--- config.mk ---
export PLATFORM = sky130hd
export DESIGN_NAME = led_bitplane_sprite_compositor_top
export DESIGN_NICKNAME = d
export VERILOG_FILES = /design/src/sv/lbsc_pkg.sv /design/src/sv/lbsc_ctrl.sv /design/src/sv/lbsc_datapath.sv /design/src/sv/led_bitplane_sprite_compositor_top.sv
export VERILOG_INCLUDE_DIRS = /design/src /design/src/sv
export SDC_FILE = /design/constraint.sdc
export NUM_CORES = 1
export LEC_CHECK = 0
export ABC_AREA = 1
export BUFFER_PORTS_ARGS = -buffer_cell sky130_fd_sc_hd__buf_4
export CAP_MARGIN = 0
export CORE_MARGIN = 8
export CORE_UTILIZATION = 36
export DETAILED_ROUTE_END_ITERATION = 16
export GPL_TIMING_DRIVEN = 0
export PLACE_DENSITY = 0.53
export SETUP_SLACK_MARGIN = 0.1
export SLEW_MARGIN = 20
export SYNTH_ARGS = -nofsm -noshare
export SYNTH_HDL_FRONTEND = slang
export SYNTH_SLANG_ARGS = --single-unit
--- constraint.sdc ---
create_clock -name clk -period 5.5 [get_ports clk]
set_clock_uncertainty 0.2 [all_clocks]
set_input_delay 0.55 -clock clk [delete_from_list [all_inputs] [get_ports clk]]
set_output_delay 0.55 -clock clk [all_outputs]
set_load 0.005 [all_outputs]
--- src/sv/assert_macros.svh ---
// Assertion macros used by the compositor RTL.
`ifndef ASSERT_MACROS_SVH
`define ASSERT_MACROS_SVH

// Condition that must hold at every clock edge outside reset.
`define LBSC_ASSERT_ALWAYS(label, cond, msg) \
  label: assert property (@(posedge clk) disable iff (rst) (cond)) else $error(msg);

// Consequent that must hold in the cycle after the antecedent.
`define LBSC_ASSERT_NEXT(label, ante, cons, msg) \
  label: assert property (@(posedge clk) disable iff (rst) (ante) |=> (cons)) \
    else $error(msg);

// Condition that must hold in the cycle after reset is asserted.
`define LBSC_ASSERT_AFTER_RESET(label, cond, msg) \
  label: assert property (@(posedge clk) rst |=> (cond)) else $error(msg);

`endif

--- src/sv/lbsc_pkg.sv ---
// Types, constants, sprite tables and helper functions of the bitplane compositor.
package lbsc_pkg;

  localparam int PLANE_ROWS = 16;
  localparam int PLANE_COLS = 16;
  localparam int ROW_W = $clog2(PLANE_ROWS);
  localparam logic [ROW_W-1:0] ROW_LAST = ROW_W'(PLANE_ROWS - 1);

  localparam int IN_W = 24;
  localparam int OUT_W = 48;

  localparam logic [7:0] NULL_VALUE = 8'd200;
  localparam logic [7:0] FULL_PERCENT = 8'd100;

  typedef enum logic [2:0] {
    CMD_MAXTEMP = 3'd0,
    CMD_CURTEMP = 3'd1,
    CMD_PRECIP  = 3'd2,
    CMD_MOON    = 3'd3,
    CMD_WEEKDAY = 3'd4,
    CMD_PATTERN = 3'd5,
    CMD_READ    = 3'd6,
    CMD_CLEAR   = 3'd7
  } cmd_t;

  typedef enum logic [2:0] {
    COL_RED    = 3'd0,
    COL_GREEN  = 3'd1,
    COL_BLUE   = 3'd2,
    COL_YELLOW = 3'd3,
    COL_CYAN   = 3'd4,
    COL_PURPLE = 3'd5,
    COL_WHITE  = 3'd6,
    COL_ALTRED = 3'd7
  } color_t;

  localparam logic [2:0] DIGIT_FONT [10][5] = '{
    '{3'd7, 3'd5, 3'd5, 3'd5, 3'd7}, '{3'd1, 3'd1, 3'd1, 3'd1, 3'd1},
    '{3'd7, 3'd1, 3'd7, 3'd4, 3'd7}, '{3'd7, 3'd1, 3'd3, 3'd1, 3'd7},
    '{3'd5, 3'd5, 3'd7, 3'd1, 3'd1}, '{3'd7, 3'd4, 3'd7, 3'd1, 3'd7},
    '{3'd7, 3'd4, 3'd7, 3'd5, 3'd7}, '{3'd7, 3'd1, 3'd2, 3'd4, 3'd4},
    '{3'd7, 3'd5, 3'd7, 3'd5, 3'd7}, '{3'd7, 3'd5, 3'd7, 3'd1, 3'd7}
  };

  localparam logic [6:0] DAY_GLYPH [7][5] = '{
    '{7'h70, 7'h40, 7'h75, 7'h15, 7'h77}, '{7'h22, 7'h36, 7'h2A, 7'h22, 7'h22},
    '{7'h38, 7'h10, 7'h15, 7'h15, 7'h17}, '{7'h22, 7'h22, 7'h2A, 7'h36, 7'h22},
    '{7'h74, 7'h24, 7'h27, 7'h25, 7'h25}, '{7'h0E, 7'h08, 7'h0C, 7'h08, 7'h08},
    '{7'h72, 7'h45, 7'h77, 7'h15, 7'h75}
  };

  localparam logic [6:0] RAIN_LINE [2] = '{7'd42, 7'd85};
  localparam logic [6:0] TOP_LINE = 7'd127;
  localparam logic [3:0] MOON_FULL [4] = '{4'd6, 4'd15, 4'd15, 4'd6};
  localparam logic [3:0] MOON_NEAR [4] = '{4'd6, 4'd7, 4'd7, 4'd6};

  // Controller to datapath commands.
  typedef struct packed {
    logic             load;
    logic             wr;
    logic             capture;
    logic [ROW_W-1:0] row;
  } ctl_t;

  // Datapath to controller status.
  typedef struct packed {
    logic out_free;
  } sts_t;

  // Plane mask of a color: bit 0 red, bit 1 green, bit 2 blue.
  function automatic logic [2:0] color_planes(color_t c);
    logic [2:0] m;
    unique case (c)
      COL_RED:    m = 3'b001;
      COL_GREEN:  m = 3'b010;
      COL_BLUE:   m = 3'b100;
      COL_YELLOW: m = 3'b011;
      COL_CYAN:   m = 3'b110;
      COL_PURPLE: m = 3'b101;
      COL_WHITE:  m = 3'b111;
      COL_ALTRED: m = 3'b001;
      default:    m = 3'b001;
    endcase
    return m;
  endfunction

  // One row of a two-digit number or of the null mark, before the column shift.
  function automatic logic [7:0] num_bits(logic null_f, logic [3:0] tens,
                                          logic [3:0] ones, logic [ROW_W-1:0] off);
    logic [7:0] b;
    b = '0;
    if (off < ROW_W'(5)) begin
      if (null_f) begin
        b = 8'(9'd2 << off[2:0]);
      end else begin
        b = {1'b0, DIGIT_FONT[tens][off[2:0]], 1'b0, DIGIT_FONT[ones][off[2:0]]};
      end
    end
    return b;
  endfunction

endpackage

--- src/sv/lbsc_ctrl.sv ---
// Command sequencer of the compositor: accepts words and steps the row sweep.
module lbsc_ctrl (
  input  logic                 clk,
  input  logic                 rst,
  input  logic                 in_valid,
  input  lbsc_pkg::cmd_t       in_func,
  output logic                 in_ready,
  output lbsc_pkg::ctl_t       ctl,
  input  lbsc_pkg::sts_t       sts
);

  typedef enum logic [1:0] {
    ST_IDLE,
    ST_SWEEP,
    ST_READ
  } state_t;

  state_t                     state;
  logic [lbsc_pkg::ROW_W-1:0] cnt;

  always_ff @(posedge clk) begin
    if (rst) begin
      state <= ST_IDLE;
      cnt   <= '0;
    end else begin
      unique case (state)
        ST_IDLE: begin
          cnt <= '0;
          if (in_valid) begin
            if (in_func == lbsc_pkg::CMD_READ) begin
              state <= ST_READ;
            end else begin
              state <= ST_SWEEP;
            end
          end
        end
        ST_SWEEP: begin
          cnt <= cnt + 1'b1;
          if (cnt == lbsc_pkg::ROW_LAST) begin
            state <= ST_IDLE;
          end
        end
        ST_READ: begin
          if (sts.out_free) begin
            state <= ST_IDLE;
          end
        end
        default: state <= ST_IDLE;
      endcase
    end
  end

  assign in_ready    = (state == ST_IDLE);
  assign ctl.load    = in_valid && (state == ST_IDLE);
  assign ctl.wr      = (state == ST_SWEEP);
  assign ctl.capture = (state == ST_READ) && sts.out_free;
  assign ctl.row     = cnt;

endmodule

--- src/sv/lbsc_datapath.sv ---
// Bitplane storage, sprite row generation and the result register.
module lbsc_datapath (
  input  logic                      clk,
  input  logic                      rst,
  input  logic [lbsc_pkg::IN_W-1:0] in_word,
  input  lbsc_pkg::ctl_t            ctl,
  output lbsc_pkg::sts_t            sts,
  output logic                      out_valid,
  input  logic                      out_ready,
  output logic [15:0]               red_row,
  output logic [15:0]               green_row,
  output logic [15:0]               blue_row
);

  localparam int RW = lbsc_pkg::ROW_W;

  logic [lbsc_pkg::PLANE_COLS-1:0] red_plane   [lbsc_pkg::PLANE_ROWS];
  logic [lbsc_pkg::PLANE_COLS-1:0] green_plane [lbsc_pkg::PLANE_ROWS];
  logic [lbsc_pkg::PLANE_COLS-1:0] blue_plane  [lbsc_pkg::PLANE_ROWS];

  lbsc_pkg::cmd_t  func_q;
  logic [2:0]      cm_q;
  logic [7:0]      value_q;
  logic [RW-1:0]   rsel_q;
  logic            null_q;
  logic [3:0]      tens_q;
  logic [3:0]      ones_q;

  logic [7:0]      v_in;
  logic [7:0]      v_mod;
  logic [15:0]     v_prod;
  logic [3:0]      v_tens;
  logic [3:0]      v_ones;

  logic [RW-1:0]   r;
  logic [RW-1:0]   addr;
  logic [15:0]     sel_m;
  logic [15:0]     all_m;
  logic [15:0]     red_x;
  logic [15:0]     grn_x;
  logic [15:0]     blu_x;
  logic [15:0]     red_m;
  logic [15:0]     grn_m;
  logic [15:0]     blu_m;
  logic [RW-1:0]   off;
  logic            clr;

  // Split the value modulo 100 into decimal digits.
  always_comb begin
    v_in = in_word[13:6];
    if (v_in >= 8'd200) begin
      v_mod = v_in - 8'd200;
    end else if (v_in >= 8'd100) begin
      v_mod = v_in - 8'd100;
    end else begin
      v_mod = v_in;
    end
    v_prod = 16'(v_mod) * 16'd205;
    v_tens = v_prod[14:11];
    v_ones = 4'(v_mod - 8'(v_tens) * 8'd10);
  end

  always_ff @(posedge clk) begin
    if (ctl.load) begin
      func_q  <= lbsc_pkg::cmd_t'(in_word[2:0]);
      cm_q    <= lbsc_pkg::color_planes(lbsc_pkg::color_t'(in_word[5:3]));
      value_q <= v_in;
      rsel_q  <= in_word[17:14];
      null_q  <= (v_in == lbsc_pkg::NULL_VALUE);
      tens_q  <= v_tens;
      ones_q  <= v_ones;
    end
  end

  assign r    = ctl.row;
  assign addr = ctl.capture ? rsel_q : r;
  assign clr  = (func_q == lbsc_pkg::CMD_CLEAR);

  // Sprite bits that land on plane row r for the command held.
  always_comb begin
    sel_m = '0;
    all_m = '0;
    red_x = '0;
    grn_x = '0;
    blu_x = '0;
    off   = '0;
    case (func_q)
      lbsc_pkg::CMD_MAXTEMP: begin
        if (r == RW'(0)) begin
          sel_m = 16'(lbsc_pkg::TOP_LINE);
        end
        sel_m = sel_m | 16'(lbsc_pkg::num_bits(null_q, tens_q, ones_q, r - RW'(2)));
      end
      lbsc_pkg::CMD_CURTEMP: begin
        sel_m = 16'(lbsc_pkg::num_bits(null_q, tens_q, ones_q, r - RW'(10)));
      end
      lbsc_pkg::CMD_PRECIP: begin
        if (value_q == lbsc_pkg::FULL_PERCENT) begin
          if (r == RW'(4) || r == RW'(7)) begin
            sel_m = 16'(lbsc_pkg::RAIN_LINE[0]) << 9;
          end else if (r == RW'(5) || r == RW'(8)) begin
            sel_m = 16'(lbsc_pkg::RAIN_LINE[1]) << 9;
          end
        end else if (value_q < lbsc_pkg::FULL_PERCENT) begin
          sel_m = 16'(lbsc_pkg::num_bits(null_q, tens_q, ones_q, r - RW'(4))) << 9;
          if (r == RW'(1)) begin
            sel_m = sel_m | (16'(lbsc_pkg::RAIN_LINE[0]) << 9);
          end else if (r == RW'(2)) begin
            sel_m = sel_m | (16'(lbsc_pkg::RAIN_LINE[1]) << 9);
          end
        end
      end
      lbsc_pkg::CMD_MOON: begin
        off = r - RW'(11);
        if (off < RW'(4)) begin
          if (value_q == 8'd2) begin
            all_m = 16'(lbsc_pkg::MOON_FULL[off[1:0]]) << 10;
          end else if (value_q == 8'd1) begin
            all_m = 16'(lbsc_pkg::MOON_NEAR[off[1:0]]) << 10;
          end
        end
      end
      lbsc_pkg::CMD_WEEKDAY: begin
        off = r - RW'(10);
        if (value_q < 8'd7 && off < RW'(5)) begin
          grn_x = 16'(lbsc_pkg::DAY_GLYPH[value_q[2:0]][off[2:0]]);
        end
      end
      lbsc_pkg::CMD_PATTERN: begin
        case (r[RW-1:RW-2])
          2'd0: red_x = 16'd1;
          2'd1: grn_x = 16'd1;
          2'd2: blu_x = 16'd1;
          default: begin
            red_x = 16'd1;
            grn_x = 16'd2;
            blu_x = 16'd4;
          end
        endcase
      end
      default: begin
        sel_m = '0;
      end
    endcase
    red_m = (cm_q[0] ? sel_m : 16'd0) | all_m | red_x;
    grn_m = (cm_q[1] ? sel_m : 16'd0) | all_m | grn_x;
    blu_m = (cm_q[2] ? sel_m : 16'd0) | all_m | blu_x;
  end

  always_ff @(posedge clk) begin
    if (rst) begin
      for (int i = 0; i < lbsc_pkg::PLANE_ROWS; i++) begin
        red_plane[i]   <= '0;
        green_plane[i] <= '0;
        blue_plane[i]  <= '0;
      end
    end else if (ctl.wr) begin
      if (clr) begin
        red_plane[addr]   <= '0;
        green_plane[addr] <= '0;
        blue_plane[addr]  <= '0;
      end else begin
        red_plane[addr]   <= red_plane[addr] | red_m;
        green_plane[addr] <= green_plane[addr] | grn_m;
        blue_plane[addr]  <= blue_plane[addr] | blu_m;
      end
    end
  end

  always_ff @(posedge clk) begin
    if (rst) begin
      out_valid <= 1'b0;
    end else if (ctl.capture) begin
      out_valid <= 1'b1;
    end else if (out_ready) begin
      out_valid <= 1'b0;
    end
  end

  always_ff @(posedge clk) begin
    if (ctl.capture) begin
      red_row   <= red_plane[addr];
      green_row <= green_plane[addr];
      blue_row  <= blue_plane[addr];
    end
  end

  assign sts.out_free = !out_valid || out_ready;

endmodule

--- src/sv/led_bitplane_sprite_compositor_top.sv ---
// Top level of the LED bitplane sprite compositor.
//
// Commands arrive as words on the s_ channel; each word carries a command,
// a color, a value and a row index. Draw, pattern and clear commands update
// three 16x16 bitplanes and return nothing. A read command returns one word
// on the m_ channel holding the selected row of the red, green and blue planes.
// A draw or clear command is accepted while the block is idle; the datapath
// then sweeps all 16 plane rows and updates one row of every plane in each
// cycle. A read command is accepted while idle; the selected row word is
// registered once the output register is free, and the block then returns
// to idle and can accept the next word.
// s_tready is low while a command is in progress. When the receiver stalls,
// the result waits in the output register and further commands are still
// accepted; a second read waits until the first result is taken.
// Reset clears all three planes at once and leaves the block idle with no
// result pending.
module led_bitplane_sprite_compositor_top (
  input  logic        clk,
  input  logic        rst,
  input  logic        s_tvalid,
  output logic        s_tready,
  // func[2:0], color[5:3], value[13:6], row_select[17:14], zero[23:18]
  input  logic [23:0] s_tdata,
  output logic        m_tvalid,
  input  logic        m_tready,
  // red_row[15:0], green_row[31:16], blue_row[47:32]
  output logic [47:0] m_tdata
);

  `include "assert_macros.svh"

  lbsc_pkg::ctl_t ctl;
  lbsc_pkg::sts_t sts;
  lbsc_pkg::cmd_t in_func;
  logic [15:0]    red_row;
  logic [15:0]    green_row;
  logic [15:0]    blue_row;

  assign in_func = lbsc_pkg::cmd_t'(s_tdata[2:0]);

  lbsc_ctrl u_ctrl (
    .clk      (clk),
    .rst      (rst),
    .in_valid (s_tvalid),
    .in_func  (in_func),
    .in_ready (s_tready),
    .ctl      (ctl),
    .sts      (sts)
  );

  lbsc_datapath u_datapath (
    .clk       (clk),
    .rst       (rst),
    .in_word   (s_tdata),
    .ctl       (ctl),
    .sts       (sts),
    .out_valid (m_tvalid),
    .out_ready (m_tready),
    .red_row   (red_row),
    .green_row (green_row),
    .blue_row  (blue_row)
  );

  assign m_tdata = {blue_row, green_row, red_row};

  `LBSC_ASSERT_ALWAYS(a_no_accept_in_sweep, !(s_tready && ctl.wr), "word accepted during sweep")
  `LBSC_ASSERT_ALWAYS(a_capture_when_free, !ctl.capture || !m_tvalid || m_tready, "result overwritten")
  `LBSC_ASSERT_NEXT(a_sweep_starts, s_tvalid && s_tready && in_func != lbsc_pkg::CMD_READ, ctl.wr && ctl.row == '0, "sweep did not start at row zero")
  `LBSC_ASSERT_AFTER_RESET(a_reset_idle, s_tready && !m_tvalid, "block not idle after reset")

endmodule
==> qor.yml <==
cts-root-buf: "clkbuf_16"
peakVddDrop_uv: 449
synth-edff-count: 842
netlist.area_leader.share: 0.627
synth_area_um2: 40300
wl_per_cell_um: 27.3
power_density_nw_per_um2: 378
top_level_ports: 78
yosys.cell_types.count: 47
cp-start-kind: "input port"
ys_ff_latch: 849
syn_inst: 4143
relSlewSlack: 0.0784
die_h_um: 351
via_per_inst: 5.45
cts_tree: "built"
fin_total_pwr_mw: 17.7
yosysTopAreaCell: "edfxtp_1"
syn_nets: 4261
maxCapViolations: 0
drtPass1Iterations: 6
pwr-share-seq: 0.428
cp.arrival_ns: 5.61
coreArea_um2: 111000
final_cells: 5935
grt_pass1_vias: 30211
synth-main-ff-cell: "edfxtp_1"
antenna_found_initial: 2
cpMostUsedCell: "nand2_1"
swShare: 0.311
grt_use_met3: 0.0529
grt-ovfl-total: 0
dieArea_um2: 123000
ctsHtreeMaxLevel: 3
tns_ns: 0
clock.fmax_mhz: 185
critPathMaxStageDelay_ns: 0.54
status: "completed"
met2_usage: 0.402
wirelength_um: 162000
p_switching_mw: 5.53
dpl.cell_count: 5721
grt_pass1_wl_um: 225000
cts_buffers: 92
clk_pin_slew_worst_paths_ns: 0.06
nFillCells: 10820
critPathCaptureType: "flop"
setup_violations: 0
top_usage_layer: "met2"
power.share.clock: 0.357
finalCritPeriodShare: 0.980
grt_max_degree: 31
layout_setup_ws_ns: 0.109
drcViolationCount: 0
grt_setup_unrepaired: "yes"
cp_max_fo: 5
die_w_um: 351
place_congestion: 0.921
initial_utilization: 0.363
slew_violations: 0
combPwrFrac: 0.215
worstMarginPinSlew_ns: 1.38
cp.required_ns: 5.72
p_int_mw: 12.2
vias: 32356
holdCritPathClass: "input port to flop"
synth_area_leaders: "edfxtp_1, nand2_1, nor2_1"
cts_sinks: 849
drt-initial-drc-count: 4479
met1_usage: 0.345
dp_hpwl_um: 106000
yosysWarningCount: 0
r2r_setup_slack_ns: 0.19
final_area_um2: 47000
port_buffers: 71
timing_hold_violations_final: 0
max-clock-path-buffers: 3
route.antenna.remaining_nets: 0
synthToLayoutAreaGrowth_pct: 16.5
p_leak_nw: 17.8
rows: 122
pre_cts_slack_ns: -0.958
drive_gt1_frac: 0.128
path_class: "input port to flop"
layout.nets: 4487
async_flop_share: 0
grt_usage: 0.257
clk_latency_ns: 0.69
place_area_um2: 43400
cpMaxStageDelayCell: "fa_1"
synth.avg_cell_area_um2: 9.73
ys_seq_area_frac: 0.630
finalCriticalPeriod_ns: 5.39
-- area by class of cell --
type,instances,area [um^2],area share
flip-flops and latches,849,25400,0.541
multi-input cells,2855,13200,0.281
inverters,178,677,0.0144
clock buffers,113,2420,0.0516
plain buffers,261,1450,0.0309
repair buffers,132,1370,0.0292
diodes,2,5.00,0.000107
well taps,1488,1860,0.0396
clock inverters,57,571,0.0121
-- sequential cells by signal, summed over array words and instances, names as in the netlist --
name and cells:
u_ctrl.cnt 4, u_ctrl.state 2, u_datapath.blue_plane 256, u_datapath.blue_row 16
u_datapath.cm_q 3, u_datapath.func_q 3, u_datapath.green_plane 256, u_datapath.green_row 16
u_datapath.null_q 1, u_datapath.ones_q 4, u_datapath.out_valid 1, u_datapath.red_plane 256
u_datapath.red_row 16, u_datapath.rsel_q 4, u_datapath.tens_q 4, u_datapath.value_q 7
-- per-stage QoR --
stage	util	hold WS [ns]
after global placement	0.386	0.359
after CTS	0.421	0.0155
after floorplan	-	0.345
after global routing	0.423	0.0664
final	0.423	0.0459
after detailed placement	0.391	0.376
-- worst max-delay path, delay by kind of cell --
| kind | cells | cell delay (ns) |
|---|---|---|
| AND/OR/NAND/NOR | 12 | 1.04 |
| XOR/XNOR | 1 | 0.20 |
| AO/OA/AOI/OAI | 3 | 0.46 |
| buffers and inverters | 8 | 0.69 |
| adder cells (fa/ha/maj) | 8 | 2.66 |
-- worst paths after layout --
| check | from | end | cells after the start |
|---|---|---|---|
| setup / recovery | s_tdata[9] | u_datapath.ones_q[3]$_DFFE_PP_ | 32 |
| hold / removal | m_tready | u_datapath.out_valid$_SDFFE_PP0P_ | 4 |
| setup reg to reg | u_ctrl.cnt[2]$_SDFFE_PP0P_ | u_datapath.red_plane[13][2]$_SDFFCE_PN0P_ | 11 |
| hold reg to reg | u_datapath.out_valid$_SDFFE_PP0P_ | u_datapath.out_valid$_SDFFE_PP0P_ | 2 |
-- power by group through the flow --
| stage | clock network, mW | registers (mW) | logic, mW |
|---|---|---|---|
| 6_report | 6.34 | 7.60 | 3.81 |
| 5_1_grt | 6.59 | 7.62 | 4.16 |
| 4_1_cts | 6.34 | 7.60 | 3.65 |
| 3_5_place_dp | 0 | 7.73 | 3.53 |
| 3_3_place_gp | 0 | 7.77 | 3.46 |
| 2_1_floorplan | 0 | 7.71 | 2.16 |
-- layout by cell type, fill, tap and decap left out, drive strengths merged, types with 3 or more instances in the layout --
| cell | Yosys | layout |
|---|---|---|
| a21oi | 35 | 35 |
| a22oi | 26 | 26 |
| buf | 169 | 282 |
| bufinv | 0 | 9 |
| clkbuf | 92 | 205 |
| clkinv | 3 | 46 |
| clkinvlp | 0 | 3 |
| dfxtp | 7 | 7 |
| dlygate4sd3 | 0 | 19 |
| edfxtp | 842 | 842 |
| fa | 12 | 12 |
| ha | 78 | 78 |
| inv | 175 | 177 |
| nand2 | 1441 | 1441 |
| nand3 | 134 | 134 |
| nand3b | 4 | 4 |
| nand4 | 149 | 149 |
| nor2 | 823 | 823 |
| nor3 | 66 | 66 |
| o211ai | 3 | 3 |
| o21a | 3 | 3 |
| o21ai | 46 | 46 |
| o22ai | 3 | 3 |
| o31ai | 3 | 3 |
| xnor2 | 5 | 5 |
| xor2 | 10 | 10 |
-- Yosys cell counts (2+ instances only) --
master and n:
o31ai_1 3, o21a_1 3, edfxtp_1 842, nand2_2 39, nand3b_1 4, a21boi_0 2
nor2_1 812, buf_4 45, buf_1 11, nor3_2 2, xor2_1 10, fa_1 12
o21ai_1 6, nand4_1 149, o211ai_1 3, clkinv_1 3, buf_2 92, or2_2 2
inv_2 25, a32o_1 2, inv_1 150, buf_6 21, dfxtp_1 7, xnor2_1 5
nor2_2 3, ha_1 78, o22ai_1 3, o21ai_2 2, nor2_4 7, a21oi_1 34
nand2_4 2, nand3_1 134, nor3_1 64, clkbuf_1 92, o21ai_0 38, nand2_1 1400
a22oi_1 26
-- layer usage --
layer,wire length (um),vias up
met4,8250,4
li1,-,14201
met3,17300,357
met2,72200,1903
met5,27,-
met1,64100,15891
-- logic make-up after synthesis --
logic type / Yosys count / synth area share
simple gates: 2622 / 0.265
compound gates: 127 / 0.0190
fa+ha+maj: 90 / 0.0302
flops: 849 / 0.630
buf+inv: 439 / 0.0518
xor+xnor: 15 / 0.00326
mux: 1 / 0.000248
-- what timing repair did --
action | CTS | global route
setup endpoints to repair | 1 | 2
gates resized for setup | 25 | 25
pin swaps | 7 | 29
hold buffers | 19 | 0
buffers inserted | 10 | 12
endpoints found under the hold margin | 21 | 0
Note: power is estimated with default switching activity, not from simulation.
